==> src/tked_pkg.sv <==
// Shared types and constants for the terminal key escape decoder.
// Holds event kinds, key codes, parser modes, byte constants, the timeout reset value and the result word.
// No dependencies.
package tked_pkg;

    // Event kinds on the op field
    localparam logic [1:0] OP_BYTE = 2'd0;
    localparam logic [1:0] OP_TICK = 2'd1;
    localparam logic [1:0] OP_EOI  = 2'd2;

    // Key codes
    localparam logic [3:0] KEY_CHAR    = 4'd0;
    localparam logic [3:0] KEY_ENTER   = 4'd1;
    localparam logic [3:0] KEY_UP      = 4'd2;
    localparam logic [3:0] KEY_DOWN    = 4'd3;
    localparam logic [3:0] KEY_LEFT    = 4'd4;
    localparam logic [3:0] KEY_RIGHT   = 4'd5;
    localparam logic [3:0] KEY_HOME    = 4'd6;
    localparam logic [3:0] KEY_END     = 4'd7;
    localparam logic [3:0] KEY_ESCAPE  = 4'd8;
    localparam logic [3:0] KEY_UNKNOWN = 4'd9;
    localparam logic [3:0] KEY_EOI     = 4'd10;

    // Parser modes
    localparam logic [2:0] MODE_IDLE  = 3'd0;
    localparam logic [2:0] MODE_ESC   = 3'd1;
    localparam logic [2:0] MODE_CSI   = 3'd2;
    localparam logic [2:0] MODE_SS3   = 3'd3;
    localparam logic [2:0] MODE_DRAIN = 3'd4;

    // Byte constants
    localparam logic [7:0] BYTE_ESC       = 8'h1B;
    localparam logic [7:0] BYTE_CR        = 8'h0D;
    localparam logic [7:0] BYTE_LF        = 8'h0A;
    localparam logic [7:0] BYTE_PRINT_LO  = 8'h20;
    localparam logic [7:0] BYTE_DEL       = 8'h7F;
    localparam logic [7:0] BYTE_FINAL_LO  = 8'h40;
    localparam logic [7:0] BYTE_FINAL_HI  = 8'h7E;
    localparam logic [7:0] BYTE_LBRACKET  = 8'h5B;
    localparam logic [7:0] BYTE_CAP_O     = 8'h4F;
    localparam logic [7:0] BYTE_TILDE     = 8'h7E;
    localparam logic [7:0] BYTE_A         = 8'h41;
    localparam logic [7:0] BYTE_B         = 8'h42;
    localparam logic [7:0] BYTE_C         = 8'h43;
    localparam logic [7:0] BYTE_D         = 8'h44;
    localparam logic [7:0] BYTE_F         = 8'h46;
    localparam logic [7:0] BYTE_H         = 8'h48;
    localparam logic [7:0] BYTE_DIGIT_1   = 8'h31;
    localparam logic [7:0] BYTE_DIGIT_4   = 8'h34;
    localparam logic [7:0] BYTE_DIGIT_7   = 8'h37;
    localparam logic [7:0] BYTE_DIGIT_8   = 8'h38;

    // Timeout register reset value
    localparam logic [15:0] TIMEOUT_RESET = 16'd50;

    // One result word
    typedef struct packed {
        logic [3:0] key;
        logic [6:0] char_code;
        logic       last;
    } result_t;

endpackage

==> src/terminal_key_escape_decoder.sv <==
// Terminal key escape decoder: turns byte, tick and end-of-input events into key words.
// Parser state and a small result queue live here; depends on tked_pkg.
//
// Channel   Signals                               Word
// --------  ------------------------------------  ------------------------------
// input     in_valid, in_ready                    op, in_byte
// output    out_valid, out_ready                  key, char_code, last
// config    cfg_we                                cfg_wdata (timeout in ticks)
//
// Each input word is decoded in the cycle it is accepted; its results enter a
// four-entry result queue and appear on the output from the next cycle.
// One input word per cycle is taken while the queue has room for two results.
// End of input gives two results only after a result-free event left a sequence open, so with
// the output always ready the queue holds at most two and the input never stalls.
// Output stalls back up through the queue to in_ready. Reset puts the parser
// in idle, empties the queue and loads the timeout with 50.
module terminal_key_escape_decoder
    import tked_pkg::*;
#(
    parameter int MAX_SEQ_BYTES = 16
)
(
    input  logic        clk,
    input  logic        rst_n,
    // configuration
    input  logic        cfg_we,
    input  logic [15:0] cfg_wdata,
    // input events
    input  logic        in_valid,
    output logic        in_ready,
    input  logic [1:0]  op,
    input  logic [7:0]  in_byte,
    // key words
    output logic        out_valid,
    input  logic        out_ready,
    output logic [3:0]  key,
    output logic [6:0]  char_code,
    output logic        last
);

    localparam logic [4:0] MAX_SEQ    = 5'(MAX_SEQ_BYTES);
    localparam logic [4:0] CNT_SAT    = 5'd31;
    localparam int         FIFO_DEPTH = 4;
    localparam int         PTR_W      = $clog2(FIFO_DEPTH);
    localparam logic [PTR_W:0] FILL_LIMIT = (PTR_W+1)'(FIFO_DEPTH - 2);

    // Parser state
    logic [15:0] timeout_reg;
    logic [2:0]  mode_reg, mode_next;
    logic [4:0]  param_count_reg, param_count_next;
    logic [7:0]  first_param_reg, first_param_next;
    logic [15:0] idle_ticks_reg, idle_ticks_next;
    logic [4:0]  drain_count_reg, drain_count_next;

    // Result queue
    result_t          fifo_reg [FIFO_DEPTH];
    logic [PTR_W-1:0] wr_ptr_reg, rd_ptr_reg;
    logic [PTR_W:0]   count_reg;

    logic       in_fire;
    logic       out_fire;
    logic [1:0] n_res;
    result_t    res0;
    result_t    res1;
    logic       clear_all;
    logic       enter_esc;
    logic [15:0] ticks_sat;
    logic [4:0]  param_inc;
    logic [4:0]  drain_inc;
    logic        is_final;
    logic [3:0]  abandon_key;
    logic [3:0]  csi_key;

    function automatic logic [3:0] letter_key(input logic [7:0] b);
        logic [3:0] k;
        case (b)
            BYTE_A:  k = KEY_UP;
            BYTE_B:  k = KEY_DOWN;
            BYTE_C:  k = KEY_RIGHT;
            BYTE_D:  k = KEY_LEFT;
            BYTE_H:  k = KEY_HOME;
            BYTE_F:  k = KEY_END;
            default: k = KEY_UNKNOWN;
        endcase
        return k;
    endfunction

    assign in_ready  = (count_reg <= FILL_LIMIT);
    assign in_fire   = in_valid && in_ready;
    assign out_valid = (count_reg != '0);
    assign out_fire  = out_valid && out_ready;

    assign key       = fifo_reg[rd_ptr_reg].key;
    assign char_code = fifo_reg[rd_ptr_reg].char_code;
    assign last      = fifo_reg[rd_ptr_reg].last;

    // Helpers for the decode
    assign is_final    = (in_byte >= BYTE_FINAL_LO) && (in_byte <= BYTE_FINAL_HI);
    assign ticks_sat   = (idle_ticks_reg != 16'hFFFF) ? idle_ticks_reg + 16'd1 : idle_ticks_reg;
    assign param_inc   = (param_count_reg < CNT_SAT) ? param_count_reg + 5'd1 : param_count_reg;
    assign drain_inc   = (drain_count_reg < CNT_SAT) ? drain_count_reg + 5'd1 : drain_count_reg;
    assign abandon_key = (mode_reg == MODE_ESC) ? KEY_ESCAPE : KEY_UNKNOWN;

    // CSI final byte: letters with no parameters, or one-digit tilde forms
    always_comb
    begin
        csi_key = KEY_UNKNOWN;
        if (param_count_reg == 5'd0)
        begin
            csi_key = letter_key(in_byte);
        end
        else if (in_byte == BYTE_TILDE && param_count_reg == 5'd1)
        begin
            if (first_param_reg == BYTE_DIGIT_1 || first_param_reg == BYTE_DIGIT_7)
            begin
                csi_key = KEY_HOME;
            end
            else if (first_param_reg == BYTE_DIGIT_4 || first_param_reg == BYTE_DIGIT_8)
            begin
                csi_key = KEY_END;
            end
        end
    end

    // Event decode and next parser state
    always_comb
    begin
        mode_next        = mode_reg;
        param_count_next = param_count_reg;
        first_param_next = first_param_reg;
        idle_ticks_next  = idle_ticks_reg;
        drain_count_next = drain_count_reg;
        n_res            = 2'd0;
        res0             = '{key: KEY_UNKNOWN, char_code: 7'd0, last: 1'b1};
        res1             = '{key: KEY_EOI, char_code: 7'd0, last: 1'b1};
        clear_all        = 1'b0;
        enter_esc        = 1'b0;

        if (in_fire)
        begin
            case (op)
                OP_TICK:
                begin
                    if (mode_reg != MODE_IDLE)
                    begin
                        idle_ticks_next = ticks_sat;
                        if (ticks_sat >= timeout_reg)
                        begin
                            res0.key  = abandon_key;
                            n_res     = 2'd1;
                            clear_all = 1'b1;
                        end
                    end
                end
                OP_EOI:
                begin
                    if (mode_reg == MODE_IDLE)
                    begin
                        res0.key = KEY_EOI;
                        n_res    = 2'd1;
                    end
                    else
                    begin
                        res0.key  = abandon_key;
                        res0.last = 1'b0;
                        n_res     = 2'd2;
                    end
                    clear_all = 1'b1;
                end
                OP_BYTE:
                begin
                    idle_ticks_next = 16'd0;
                    unique case (mode_reg)
                        MODE_ESC:
                        begin
                            if (in_byte == BYTE_LBRACKET)
                            begin
                                mode_next        = MODE_CSI;
                                param_count_next = 5'd0;
                                first_param_next = 8'd0;
                            end
                            else if (in_byte == BYTE_CAP_O)
                            begin
                                mode_next = MODE_SS3;
                            end
                            else
                            begin
                                n_res     = 2'd1;
                                clear_all = 1'b1;
                            end
                        end
                        MODE_CSI:
                        begin
                            if (is_final)
                            begin
                                res0.key  = csi_key;
                                n_res     = 2'd1;
                                clear_all = 1'b1;
                            end
                            else
                            begin
                                if (param_count_reg == 5'd0)
                                begin
                                    first_param_next = in_byte;
                                end
                                param_count_next = param_inc;
                                if (param_inc >= MAX_SEQ)
                                begin
                                    mode_next        = MODE_DRAIN;
                                    drain_count_next = 5'd0;
                                end
                            end
                        end
                        MODE_SS3:
                        begin
                            res0.key  = letter_key(in_byte);
                            n_res     = 2'd1;
                            clear_all = 1'b1;
                        end
                        MODE_DRAIN:
                        begin
                            drain_count_next = drain_inc;
                            if (is_final || drain_inc >= MAX_SEQ)
                            begin
                                n_res     = 2'd1;
                                clear_all = 1'b1;
                            end
                        end
                        default:
                        begin
                            // idle: plain bytes
                            clear_all = 1'b1;
                            if (in_byte == BYTE_ESC)
                            begin
                                enter_esc = 1'b1;
                            end
                            else if (in_byte == BYTE_CR || in_byte == BYTE_LF)
                            begin
                                res0.key = KEY_ENTER;
                                n_res    = 2'd1;
                            end
                            else if (in_byte >= BYTE_PRINT_LO && in_byte < BYTE_DEL)
                            begin
                                res0.key       = KEY_CHAR;
                                res0.char_code = in_byte[6:0];
                                n_res          = 2'd1;
                            end
                            else
                            begin
                                n_res = 2'd1;
                            end
                        end
                    endcase
                end
                default:
                begin
                    // undefined event kind: ignored
                end
            endcase
        end

        // Return to idle, then optionally start an escape
        if (clear_all)
        begin
            mode_next        = MODE_IDLE;
            param_count_next = 5'd0;
            first_param_next = 8'd0;
            idle_ticks_next  = 16'd0;
            drain_count_next = 5'd0;
        end
        if (enter_esc)
        begin
            mode_next = MODE_ESC;
        end
    end

    // Timeout register
    always_ff @(posedge clk or negedge rst_n)
    begin
        if (!rst_n)
        begin
            timeout_reg <= TIMEOUT_RESET;
        end
        else if (cfg_we)
        begin
            timeout_reg <= cfg_wdata;
        end
    end

    // Parser state registers
    always_ff @(posedge clk or negedge rst_n)
    begin
        if (!rst_n)
        begin
            mode_reg        <= MODE_IDLE;
            param_count_reg <= 5'd0;
            first_param_reg <= 8'd0;
            idle_ticks_reg  <= 16'd0;
            drain_count_reg <= 5'd0;
        end
        else
        begin
            mode_reg        <= mode_next;
            param_count_reg <= param_count_next;
            first_param_reg <= first_param_next;
            idle_ticks_reg  <= idle_ticks_next;
            drain_count_reg <= drain_count_next;
        end
    end

    // Result queue storage
    always_ff @(posedge clk)
    begin
        if (n_res != 2'd0)
        begin
            fifo_reg[wr_ptr_reg] <= res0;
        end
        if (n_res == 2'd2)
        begin
            fifo_reg[wr_ptr_reg + PTR_W'(1)] <= res1;
        end
    end

    // Result queue pointers and fill count
    always_ff @(posedge clk or negedge rst_n)
    begin
        if (!rst_n)
        begin
            wr_ptr_reg <= '0;
            rd_ptr_reg <= '0;
            count_reg  <= '0;
        end
        else
        begin
            wr_ptr_reg <= wr_ptr_reg + PTR_W'(n_res);
            rd_ptr_reg <= rd_ptr_reg + PTR_W'(out_fire);
            count_reg  <= count_reg + (PTR_W+1)'(n_res) - (PTR_W+1)'(out_fire);
        end
    end

    // Checks
    a_fill_bound: assert property (@(posedge clk) disable iff (!rst_n)
        count_reg <= (PTR_W+1)'(FIFO_DEPTH))
        else $error("result queue overfilled");

    a_param_bound: assert property (@(posedge clk) disable iff (!rst_n)
        param_count_reg <= MAX_SEQ)
        else $error("CSI parameter count beyond limit");

    a_drain_bound: assert property (@(posedge clk) disable iff (!rst_n)
        (mode_reg == MODE_DRAIN) |-> (drain_count_reg < MAX_SEQ))
        else $error("drain count reached limit without leaving drain");

    a_eoi_idle: assert property (@(posedge clk) disable iff (!rst_n)
        (in_valid && in_ready && op == OP_EOI) |=> (mode_reg == MODE_IDLE))
        else $error("parser not idle after end of input");

endmodule

==> config.mk <==
export PLATFORM = sky130hd
export DESIGN_NAME = terminal_key_escape_decoder
export DESIGN_NICKNAME = d
export VERILOG_FILES = /design/src/tked_pkg.sv /design/src/terminal_key_escape_decoder.sv
export SDC_FILE = /design/constraint.sdc
export NUM_CORES = 1
export LEC_CHECK = 0
export ABC_CLOCK_PERIOD_IN_PS = 8300
export BUFFER_PORTS_ARGS = -buffer_cell sky130_fd_sc_hd__buf_2
export CAP_MARGIN = 5
export CORE_MARGIN = 2
export CORE_UTILIZATION = 49
export CTS_CLUSTER_SIZE = 25
export DETAILED_ROUTE_END_ITERATION = 8
export GPL_TIMING_DRIVEN = 0
export PLACE_DENSITY_LB_ADDON = 0.25
export SLEW_MARGIN = 40
export SYNTH_ARGS = -nofsm -noshare
export SYNTH_HDL_FRONTEND = slang
export SYNTH_SLANG_ARGS = --single-unit
==> constraint.sdc <==
create_clock -name clk -period 8.3 [get_ports clk]
set_clock_uncertainty 0.2 [all_clocks]
set_input_delay 0.83 -clock clk [delete_from_list [all_inputs] [get_ports clk]]
set_output_delay 0.83 -clock clk [all_outputs]
set_load 0.02 [all_outputs]
* Yosys cells after proc, flatten, opt, wreduce, memory -nomap -nowiden *
Memories as Yosys holds them, arrays and structs flattened.
Index checks and enable logic that the tools add are counted.
Widths: inputs -> output; s select.

word-level totals
  bits of input ports = 31
  memory bits (writable) = 48
  bits in registers = 60
  logic and storage cells = 175
  output and inout bits = 14
  memories kept = 1

cells by class
  muxes and demuxes = 84
  add/subtract/negate cells = 8
  reduce and logical (&&, ||, !) cells = 30
  equal/unequal tests = 33
  order comparisons = 10

memories
  memory    words  width  read ports  clocked after memory_dff  write ports  RTL line                           RTL
  fifo_reg  4      12     1           0                         2            terminal_key_escape_decoder.sv:56  result_t fifo_reg [FIFO_DEPTH];

operators with widths
  cell                   number
  $eq 8x7->1 const B     9
  $mux 16                4
  $mux 5                 12
  $mux 8                 6
  $eq 8x6->1 const B     4
  $pmux 16 s2            1
  $mux 1                 27
  $mux 3                 8
  $mux 4                 6
  $pmux 4 s3             2
  $pmux 4 s6             1
  $mux 11                2
  $mux 7                 3
  $reduce_bool 3->1      7
  $pmux 5 s2             2
  $add 16x1->16 const B  1
  $eq 8x4->1 const B     2
  $ge 16x16->1           1
  $ne 16x16->1 const B   1
  $pmux 8 s2             1
  $mux 12                1
  $ne 3x3->1 const B     4
  $reduce_and 6->1       2
  $add 5x1->5 const B    2
  38 further kinds       56

* Depth between registers and ports, before layout *
Gate-level depths: netlist (run 1).

  depth after elaboration = 11
  depth in mapped cells = 21
  depth with buffers taken out = 20

* Worst setup path after synthesis (run 1) *
No wires, ideal clock.

  path type = reg-to-reg
  from = register idle_ticks_reg[3]
  to = register count_reg[2]
  stages on the path, launching flop included = 22
  library setup time = 0.123 ns
  setup slack = 3.821 ns
  data arrival time = 4.157 ns
  required time = 7.977 ns
  clock period less this slack = 4.479 ns
  path buffers = 2
  cell sequence = dfrtp_1 clkbuf_1 and4_1 and4_1 clkbuf_1 nand2_1 and2_1 and3_1 xor2_1 ha_1 nand2_1 nor3_1 o211ai_1 a311oi_1 nor2_1 o22ai_1 nand2_1 ha_1 inv_1 ha_1 fa_1 xnor2_1

between the ends
  cells in the longest elaborated chain, start to end = 9
  elaborated cells between the ends (all ways) = 10
  classes of those cells = add/sub: 3; order compare: 1; eq/ne: 1; mux: 5

RTL lines
  what                                                  RTL line                            RTL
  start: declaration                                    terminal_key_escape_decoder.sv:52   logic [15:0] idle_ticks_reg, idle_ticks_next;
  start signal: assignment                              terminal_key_escape_decoder.sv:306  idle_ticks_reg <= idle_ticks_next;
  $add 16x1->16 / $ne 16x16->1 (equally long branches)  terminal_key_escape_decoder.sv:99   assign ticks_sat = (idle_ticks_reg != 16'hFFFF) ? idle_ticks_reg + 16'd1 : idle_ticks_reg;
  $mux 16 *                                             terminal_key_escape_decoder.sv:99
  $ge 16x16->1 *                                        terminal_key_escape_decoder.sv:147  if (ticks_sat >= timeout_reg)
  $mux 1 *                                              terminal_key_escape_decoder.sv:147
  $mux 1 *                                              terminal_key_escape_decoder.sv:144  if (mode_reg != MODE_IDLE)
  $pmux 2 s3 *                                          terminal_key_escape_decoder.sv:141  case (op)
  $mux 2 *                                              terminal_key_escape_decoder.sv:139  if (in_fire)
  $add 3x2->3 *                                         terminal_key_escape_decoder.sv:337  count_reg <= count_reg + (PTR_W+1)'(n_res) - (PTR_W+1)'(out_fire);
  $sub 3x1->3 *                                         terminal_key_escape_decoder.sv:337
  end signal: assignment                                terminal_key_escape_decoder.sv:337
  end: declaration                                      terminal_key_escape_decoder.sv:58   logic [PTR_W:0] count_reg;

Every way passes the cells marked *; elsewhere a longest branch is shown, timed or not.
A chain may end at the register's enable or synchronous reset.

* Final worst setup path (run 1) *
Same ends and word-level chain as after synthesis.

==> results of run 1 <==
power by group:
part	internal (mW)	switching [mW]
sequential	0.591	0.0443
clock	0.254	0.197
combinational	0.151	0.192
total	0.997	0.433
per-stage QoR:
step                hold WS [ps]  setup WS (ps)
floorplan                    232           3820
global placement             239           3120
detailed placement           254           3020
CTS                          263           2960
global route                 281           2470
finish                       237           2970
final cells by class:
type,instances,area share
plain buffers,32,0.0200
clock buffers,12,0.0372
clock inverters,4,0.00759
multi-input cells,509,0.502
inverters,29,0.0157
repair buffers,41,0.0305
well taps,172,0.0311
flip-flops and latches,108,0.356
cells in the final DEF (no fill, tap or decap), types with 13 or more instances in the layout:
master,count
nand3_1,26
nor2_1,38
xnor2_1,13
a21oi_1,41
dfxtp_1,48
inv_1,29
ha_1,26
buf_2,48
nand2b_1,21
mux2i_1,46
nand2_1,100
clkbuf_1,22
and2_1,14
dfrtp_1,57
o21ai_0,37
metal layers:
metal  GRT usage  up-vias  part of all wire
met1       0.283     2508              0.45
met3      0.0467       20             0.038
met2       0.381       90              0.50
li1            -     2516                 -
met4      0.0667        0             0.014
met5           0        -                 0
path summary, 6_finish.rpt:
kind | from | cells after the start | end | slack, ps
setup / recovery | idle_ticks_reg[3]$_DFFE_PN0P_ | 21 | count_reg[2]$_DFF_PN0_ | 2970
min in group clk | fifo_reg[0][4]$_SDFFE_PP0P_ | 2 | fifo_reg[0][4]$_SDFFE_PP0P_ | 260
hold reg to reg | fifo_reg[0][4]$_SDFFE_PP0P_ | 2 | fifo_reg[0][4]$_SDFFE_PP0P_ | 260
setup reg to reg | idle_ticks_reg[3]$_DFFE_PN0P_ | 21 | count_reg[2]$_DFF_PN0_ | 2970
max in group asynchronous | rst_n | 1 | rd_ptr_reg[1]$_DFF_PN0_ | 7240
hold / removal | rst_n | 1 | timeout_reg[14]$_DFFE_PN0P_ | 240
kinds of logic after synthesis:
| group | share of synthesized area |
|---|---|
| AOI/OAI and AO/OA | 0.140 |
| adders and majority gates | 0.0558 |
| buffers and inverters | 0.0398 |
| and+or+nand+nor | 0.214 |
| xor gates and xnor gates | 0.0269 |
| muxes | 0.125 |
| DFF | 0.398 |
==> out/results.ini, run 1 <==
[status]
status=finished, final reports clean

[placed_design]
place_hpwl_um=10400
gp_congestion=0.857
dp_cells=891
place_area_um2=6610
io_buffers=41

[power_and_ir_drop]
power_leakage_nw=2.99
vdd_drop_max_mv=0.111
power.density_nw_per_um2=206
finalPower_mw=1.43

[routing]
wirelength_um=14300
wl_per_cell_um=15.7
first_iter_violations=313
via_per_inst=5.66
vias=5134
route.detailed.drc=0
dr.pass1.iters=4
antenna_left=0

[die]
core_um2=12500
die_area_um2=13500
die_w_um=116
ioPinCount=45
start_util=0.497
rows=41
die_height_um=116

[worst_setup_path]
path_class=reg2reg
crit_chain=clkbuf_1 > and4_1 > and4_1 > clkbuf_1 > nand2_1 > and2_1 > and3_1 > xor2_1 > ha_1 > nand2_1 > nor3_1 > o211ai_1 > a311oi_1 > nor2_1 > o22ai_1 > nand2_1 > ha_1 > inv_1 > ha_1 > fa_1 > xnor2_1
start_kind=flip-flop
worst-path-buf-inv=3
slowest_delay_ps=390
worst-path-max-fanout=9
critPathCaptureType=flip-flop
cp.arrival_ps=5370
crit_family=simple AND/OR/NAND/NOR gates
cp_slowest_cell=a311oi_1
required_ps=8340

[min_path]
hold_path_class=in2async

[grt]
grt_overflow_total=0
grt_max_degree=61
track_usage=0.222
grt_pass1_vias=5032
grt_first_pass_wirelength_um=23700
antenna_found_initial=0

[clock_tree]
cts_hold_buf=0
cts_setup_buffers=0
post_cts_resized=0
cts_buffer_depth=2
h-tree-depth=3
cts_num_sinks=108
insertion_delay_ps=360
cts_tree=done
cts_made_buffers=9
clk_pin_slew_ps=70
clockRootBuffer=clkbuf_16

[sta]
worst_pin_slew_ps=659
fin_tns_setup_ps=0
timing.fmax_mhz=188
rsz0062_at_grt=false
maxSlewViolCount=0
setup_viol=0
slew_headroom=0.561
timing_hold_violations_final=0
fin_crit_ps=5330
finalCritPeriodShare=0.642

[yosys]
seq_area_frac_synth=0.398
yosysMostFrequentCell=nand2_1
synth_flop_cell=dfrtp_1
ys_warn_count=0
syn_area_um2=6190
synth_top_cell_by_area=dfrtp_1
synthCells=678
yosysUniqueCellTypes=66
avgSynthCellArea_um2=9.13
synth-edff-count=0
syn_nets=736
yosysTopAreaCellShare=0.230
synth_common_cells=100 x nand2_1, 57 x dfrtp_1, 48 x dfxtp_1
async_flop_share=0.556
yosys_register_bits=108
ys_top_cells_by_area=dfrtp_1 23%, dfxtp_1 16%, mux2i_1 7.4%

[final_layout]
regArea_um2=2470
utilization=0.556
area_growth_pct=11.9
fillers=1107
largest_register_ffs=48
fin_nets=788
finalNonFillerCells=907
final_area_um2=6930
drive_gt1_frac=0.127
multi_input_area_um2=3480
antenna_cells=0

[job]
drv_cap=0

Note: power is estimated with default switching activity, not from simulation.
==> inputs of run 2 (changes only) <==
Settings changed: ABC_CLOCK_PERIOD_IN_PS 8300 to 4400.
Clock period 8.3 ns to 4.4 ns, I/O delays scaled along.
==> run 2 against run 1 <==
  * Largest power group unchanged
  * Sequential share of layout area shrank 0.92 points
  * Clock-buffer cell count decreased by 1
  * Hold slack worse by 150 ps
  * Critical endpoint unchanged
  * Critical path type unchanged
  * The flow now finishes with violations (setup timing)
==> out/results.ini, run 2 (synthesis results as in run 1) <==
[status]
status=finished, violations left  ; was finished, final reports clean
violations=setup timing

[routing]
wl_per_cell_um=15.7  ; about the same
wirelength_um=14500  ; was 14300 µm
dr.pass1.iters=5  ; was 4
vias=5204  ; was 5134
antenna_left=0  ; unchanged
first_iter_violations=353  ; was 313
route.detailed.drc=0  ; unchanged
via_per_inst=5.66  ; about the same

[clock_tree]
insertion_delay_ps=360  ; about the same
cts_made_buffers=9  ; unchanged
cts_buffer_depth=2  ; unchanged
cts_num_sinks=108  ; unchanged
clk_pin_slew_ps=70  ; about the same
cts_tree=done  ; unchanged
h-tree-depth=3  ; unchanged
clockRootBuffer=clkbuf_16  ; unchanged

[worst_setup_path]
slowest_delay_ps=410  ; was 390 ps
start_kind=flip-flop  ; unchanged
cp.arrival_ps=4450  ; was 5370 ps
worst-path-max-fanout=5  ; was 9
required_ps=4440  ; was 8340 ps
worst-path-buf-inv=1  ; was 3
crit_family=adder cells  ; was simple AND/OR/NAND/NOR gates
crit_chain=ha_2 > and2_4 > and4_4 > nand4_1 > mux2_4 > ha_4 > nand4_1 > nor3_4 > o211ai_1 > a311oi_2 > nor2_1 > o22ai_2 > nand2_1 > ha_1 > inv_1 > ha_2 > fa_2 > xnor2_1  ; was clkbuf_1 > and4_1 > and4_1 > clkbuf_1 > nand2_1 > and2_1 > and3_1 > xor2_1 > ha_1 > nand2_1 > nor3_1 > o211ai_1 > a311oi_1 > nor2_1 > o22ai_1 > nand2_1 > ha_1 > inv_1 > ha_1 > fa_1 > xnor2_1
critPathCaptureType=flip-flop  ; unchanged
cp_slowest_cell=dfrtp_1  ; was a311oi_1
path_class=reg2reg  ; unchanged

[grt]
grt_overflow_total=0  ; unchanged
grt_max_degree=61  ; unchanged
track_usage=0.217  ; was 0.222
grt_first_pass_wirelength_um=23000  ; was 23700 µm
grt_pass1_vias=4875  ; was 5032
antenna_found_initial=0  ; unchanged

[final_layout]
area_growth_pct=15.1  ; was 11.9%
largest_register_ffs=48  ; unchanged
finalNonFillerCells=920  ; was 907
multi_input_area_um2=3580  ; was 3480 µm²
final_common_cell=nand2_1  ; unchanged
antenna_cells=0  ; unchanged
layout_common_cells=98 x nand2_1, 54 x dfrtp_1, 48 x dfxtp_1, 46 x mux2i_1, 44 x buf_2  ; was 100 x nand2_1, 57 x dfrtp_1, 48 x buf_2, 48 x dfxtp_1, 46 x mux2i_1
fillers=1114  ; was 1107
fin_nets=801  ; was 788
regArea_um2=2470  ; about the same
drive_gt1_frac=0.175  ; was 0.127

[power_and_ir_drop]
p_seq_frac=0.456  ; was 0.444
power.density_nw_per_um2=368  ; was 206 nW/µm²
vdd_drop_max_mv=0.192  ; was 0.111 mV
comb_power_share=0.251  ; was 0.240
p_int_mw=1.80  ; was 0.997 mW
p_switching_mw=0.829  ; was 0.433 mW
power_leakage_nw=3.08  ; was 2.99 nW
swShare=0.316  ; was 0.303
p_clk_frac=0.293  ; was 0.316

[placed_design]
place_hpwl_um=10200  ; was 10400 µm
gp_congestion=0.856  ; was 0.857
dp_slack_ps=-666  ; was 3020 ps
dp_cells=891  ; unchanged
io_buffers=41  ; unchanged

[job]
drv_cap=0  ; unchanged

[die]
die_height_um=116  ; unchanged
start_util=0.497  ; unchanged
die_w_um=116  ; unchanged
core_um2=12500  ; unchanged
die_area_um2=13500  ; unchanged
rows=41  ; unchanged
ioPinCount=45  ; unchanged

[sta]
setup_viol=2  ; was 0
maxSlewViolCount=0  ; unchanged
fin_crit_ps=4400  ; was 5330 ps
slew_headroom=0.528  ; was 0.561
rsz0062_at_grt=true  ; was false
worst_pin_slew_ps=708  ; was 659 ps
timing.fmax_mhz=227  ; was 188 MHz
finalCritPeriodShare=1.00  ; was 0.642
timing_hold_violations_final=0  ; unchanged
fin_ws_ps=-3.96  ; was 2970 ps

[min_path]
hold_path_class=in2reg  ; was in2async

-- run 2: cell count changes in the layout (fill, tap and decap cells not counted), moves of 3 or more --
| cell | delta |
|---|---|
| ha_1 | -3 |
| dfrtp_1 | -3 |
| dfrtp_2 | +3 |
| buf_2 | -4 |
| buf_4 | +13 |
| clkbuf_4 | +4 |
| clkbuf_1 | -4 |
-- run 2: worst register-to-register path: cells and delay by family (launching register included) --
kind	cells	cell delay [ps]
adders and majority gates	5	1240
and+or+nand+nor	7	1190
AOI/OAI and AO/OA	3	750
DFF	1	410
muxes	1	350
xor gates and xnor gates	1	130
buffers and inverters	1	40
-- run 2: routing by layer --
metal  track usage  vias up  part of all wire
met2         0.371       90              0.51
met1         0.274     2551              0.45
met4        0.0571        0            0.0072
met5             0        -                 0
met3        0.0550        8             0.034
li1              -     2555                 -
-- run 2: path summary, 6_finish.rpt --
kind,from,end,slack (ps),cells past startpoint
min in group asynchronous,rst_n,timeout_reg[14]$_DFFE_PN0P_,410,2
worst min-delay path,cfg_wdata[8],timeout_reg[8]$_DFFE_PN0P_,80,3
worst max-delay path,idle_ticks_reg[1]$_DFFE_PN0P_,count_reg[2]$_DFF_PN0_,-4,18
worst max register to register,idle_ticks_reg[1]$_DFFE_PN0P_,count_reg[2]$_DFF_PN0_,-4,18
max in group asynchronous,rst_n,idle_ticks_reg[5]$_DFFE_PN0P_,3150,2
worst min register to register,fifo_reg[2][7]$_SDFFE_PP0P_,fifo_reg[2][7]$_SDFFE_PP0P_,260,2
-- run 2: per-stage QoR --
step | hold slack [ps] | power (mW) | area (µm²) | util | setup TNS, ps
2_1_floorplan | -55.6 | 1.68 | 6190 | - | 0
3_3_place_gp | 239 | 1.84 | 6610 | 0.531 | -3890
3_5_place_dp | 251 | 1.87 | 6620 | 0.531 | -7470
4_1_cts | 75.0 | 2.64 | 6950 | 0.558 | 0
5_1_grt | 84.8 | 2.78 | 7120 | 0.571 | -339
6_report | 83.9 | 2.62 | 7120 | 0.571 | -6.17
-- run 2: what timing repair did --
action                     4_1_cts  5_1_grt
buffers inserted                 3       10
setup endpoints to repair       65       22
resized for setup               11       29
hold buffers                     1        0
hold endpoints to repair        49        0
gates cloned                     0        1
pin swaps                        2       12
-- run 2: power groups by stage --
stage,clock [mW],sequential (mW),combinational (mW)
finish,0.769,1.20,0.659
global route,0.823,1.21,0.737
CTS,0.785,1.20,0.655
detailed placement,0,1.22,0.651
global placement,0,1.21,0.626
floorplan,0,1.19,0.483
-- run 2: final cells by class --
type,instances,area share
Inverter,29,0.0153
Multi-Input combinational cell,509,0.503
Buffer,30,0.0216
Tap cell,172,0.0302
Clock buffer,11,0.0327
Timing Repair Buffer,56,0.0458
Clock inverter,5,0.00509
Sequential cell,108,0.347
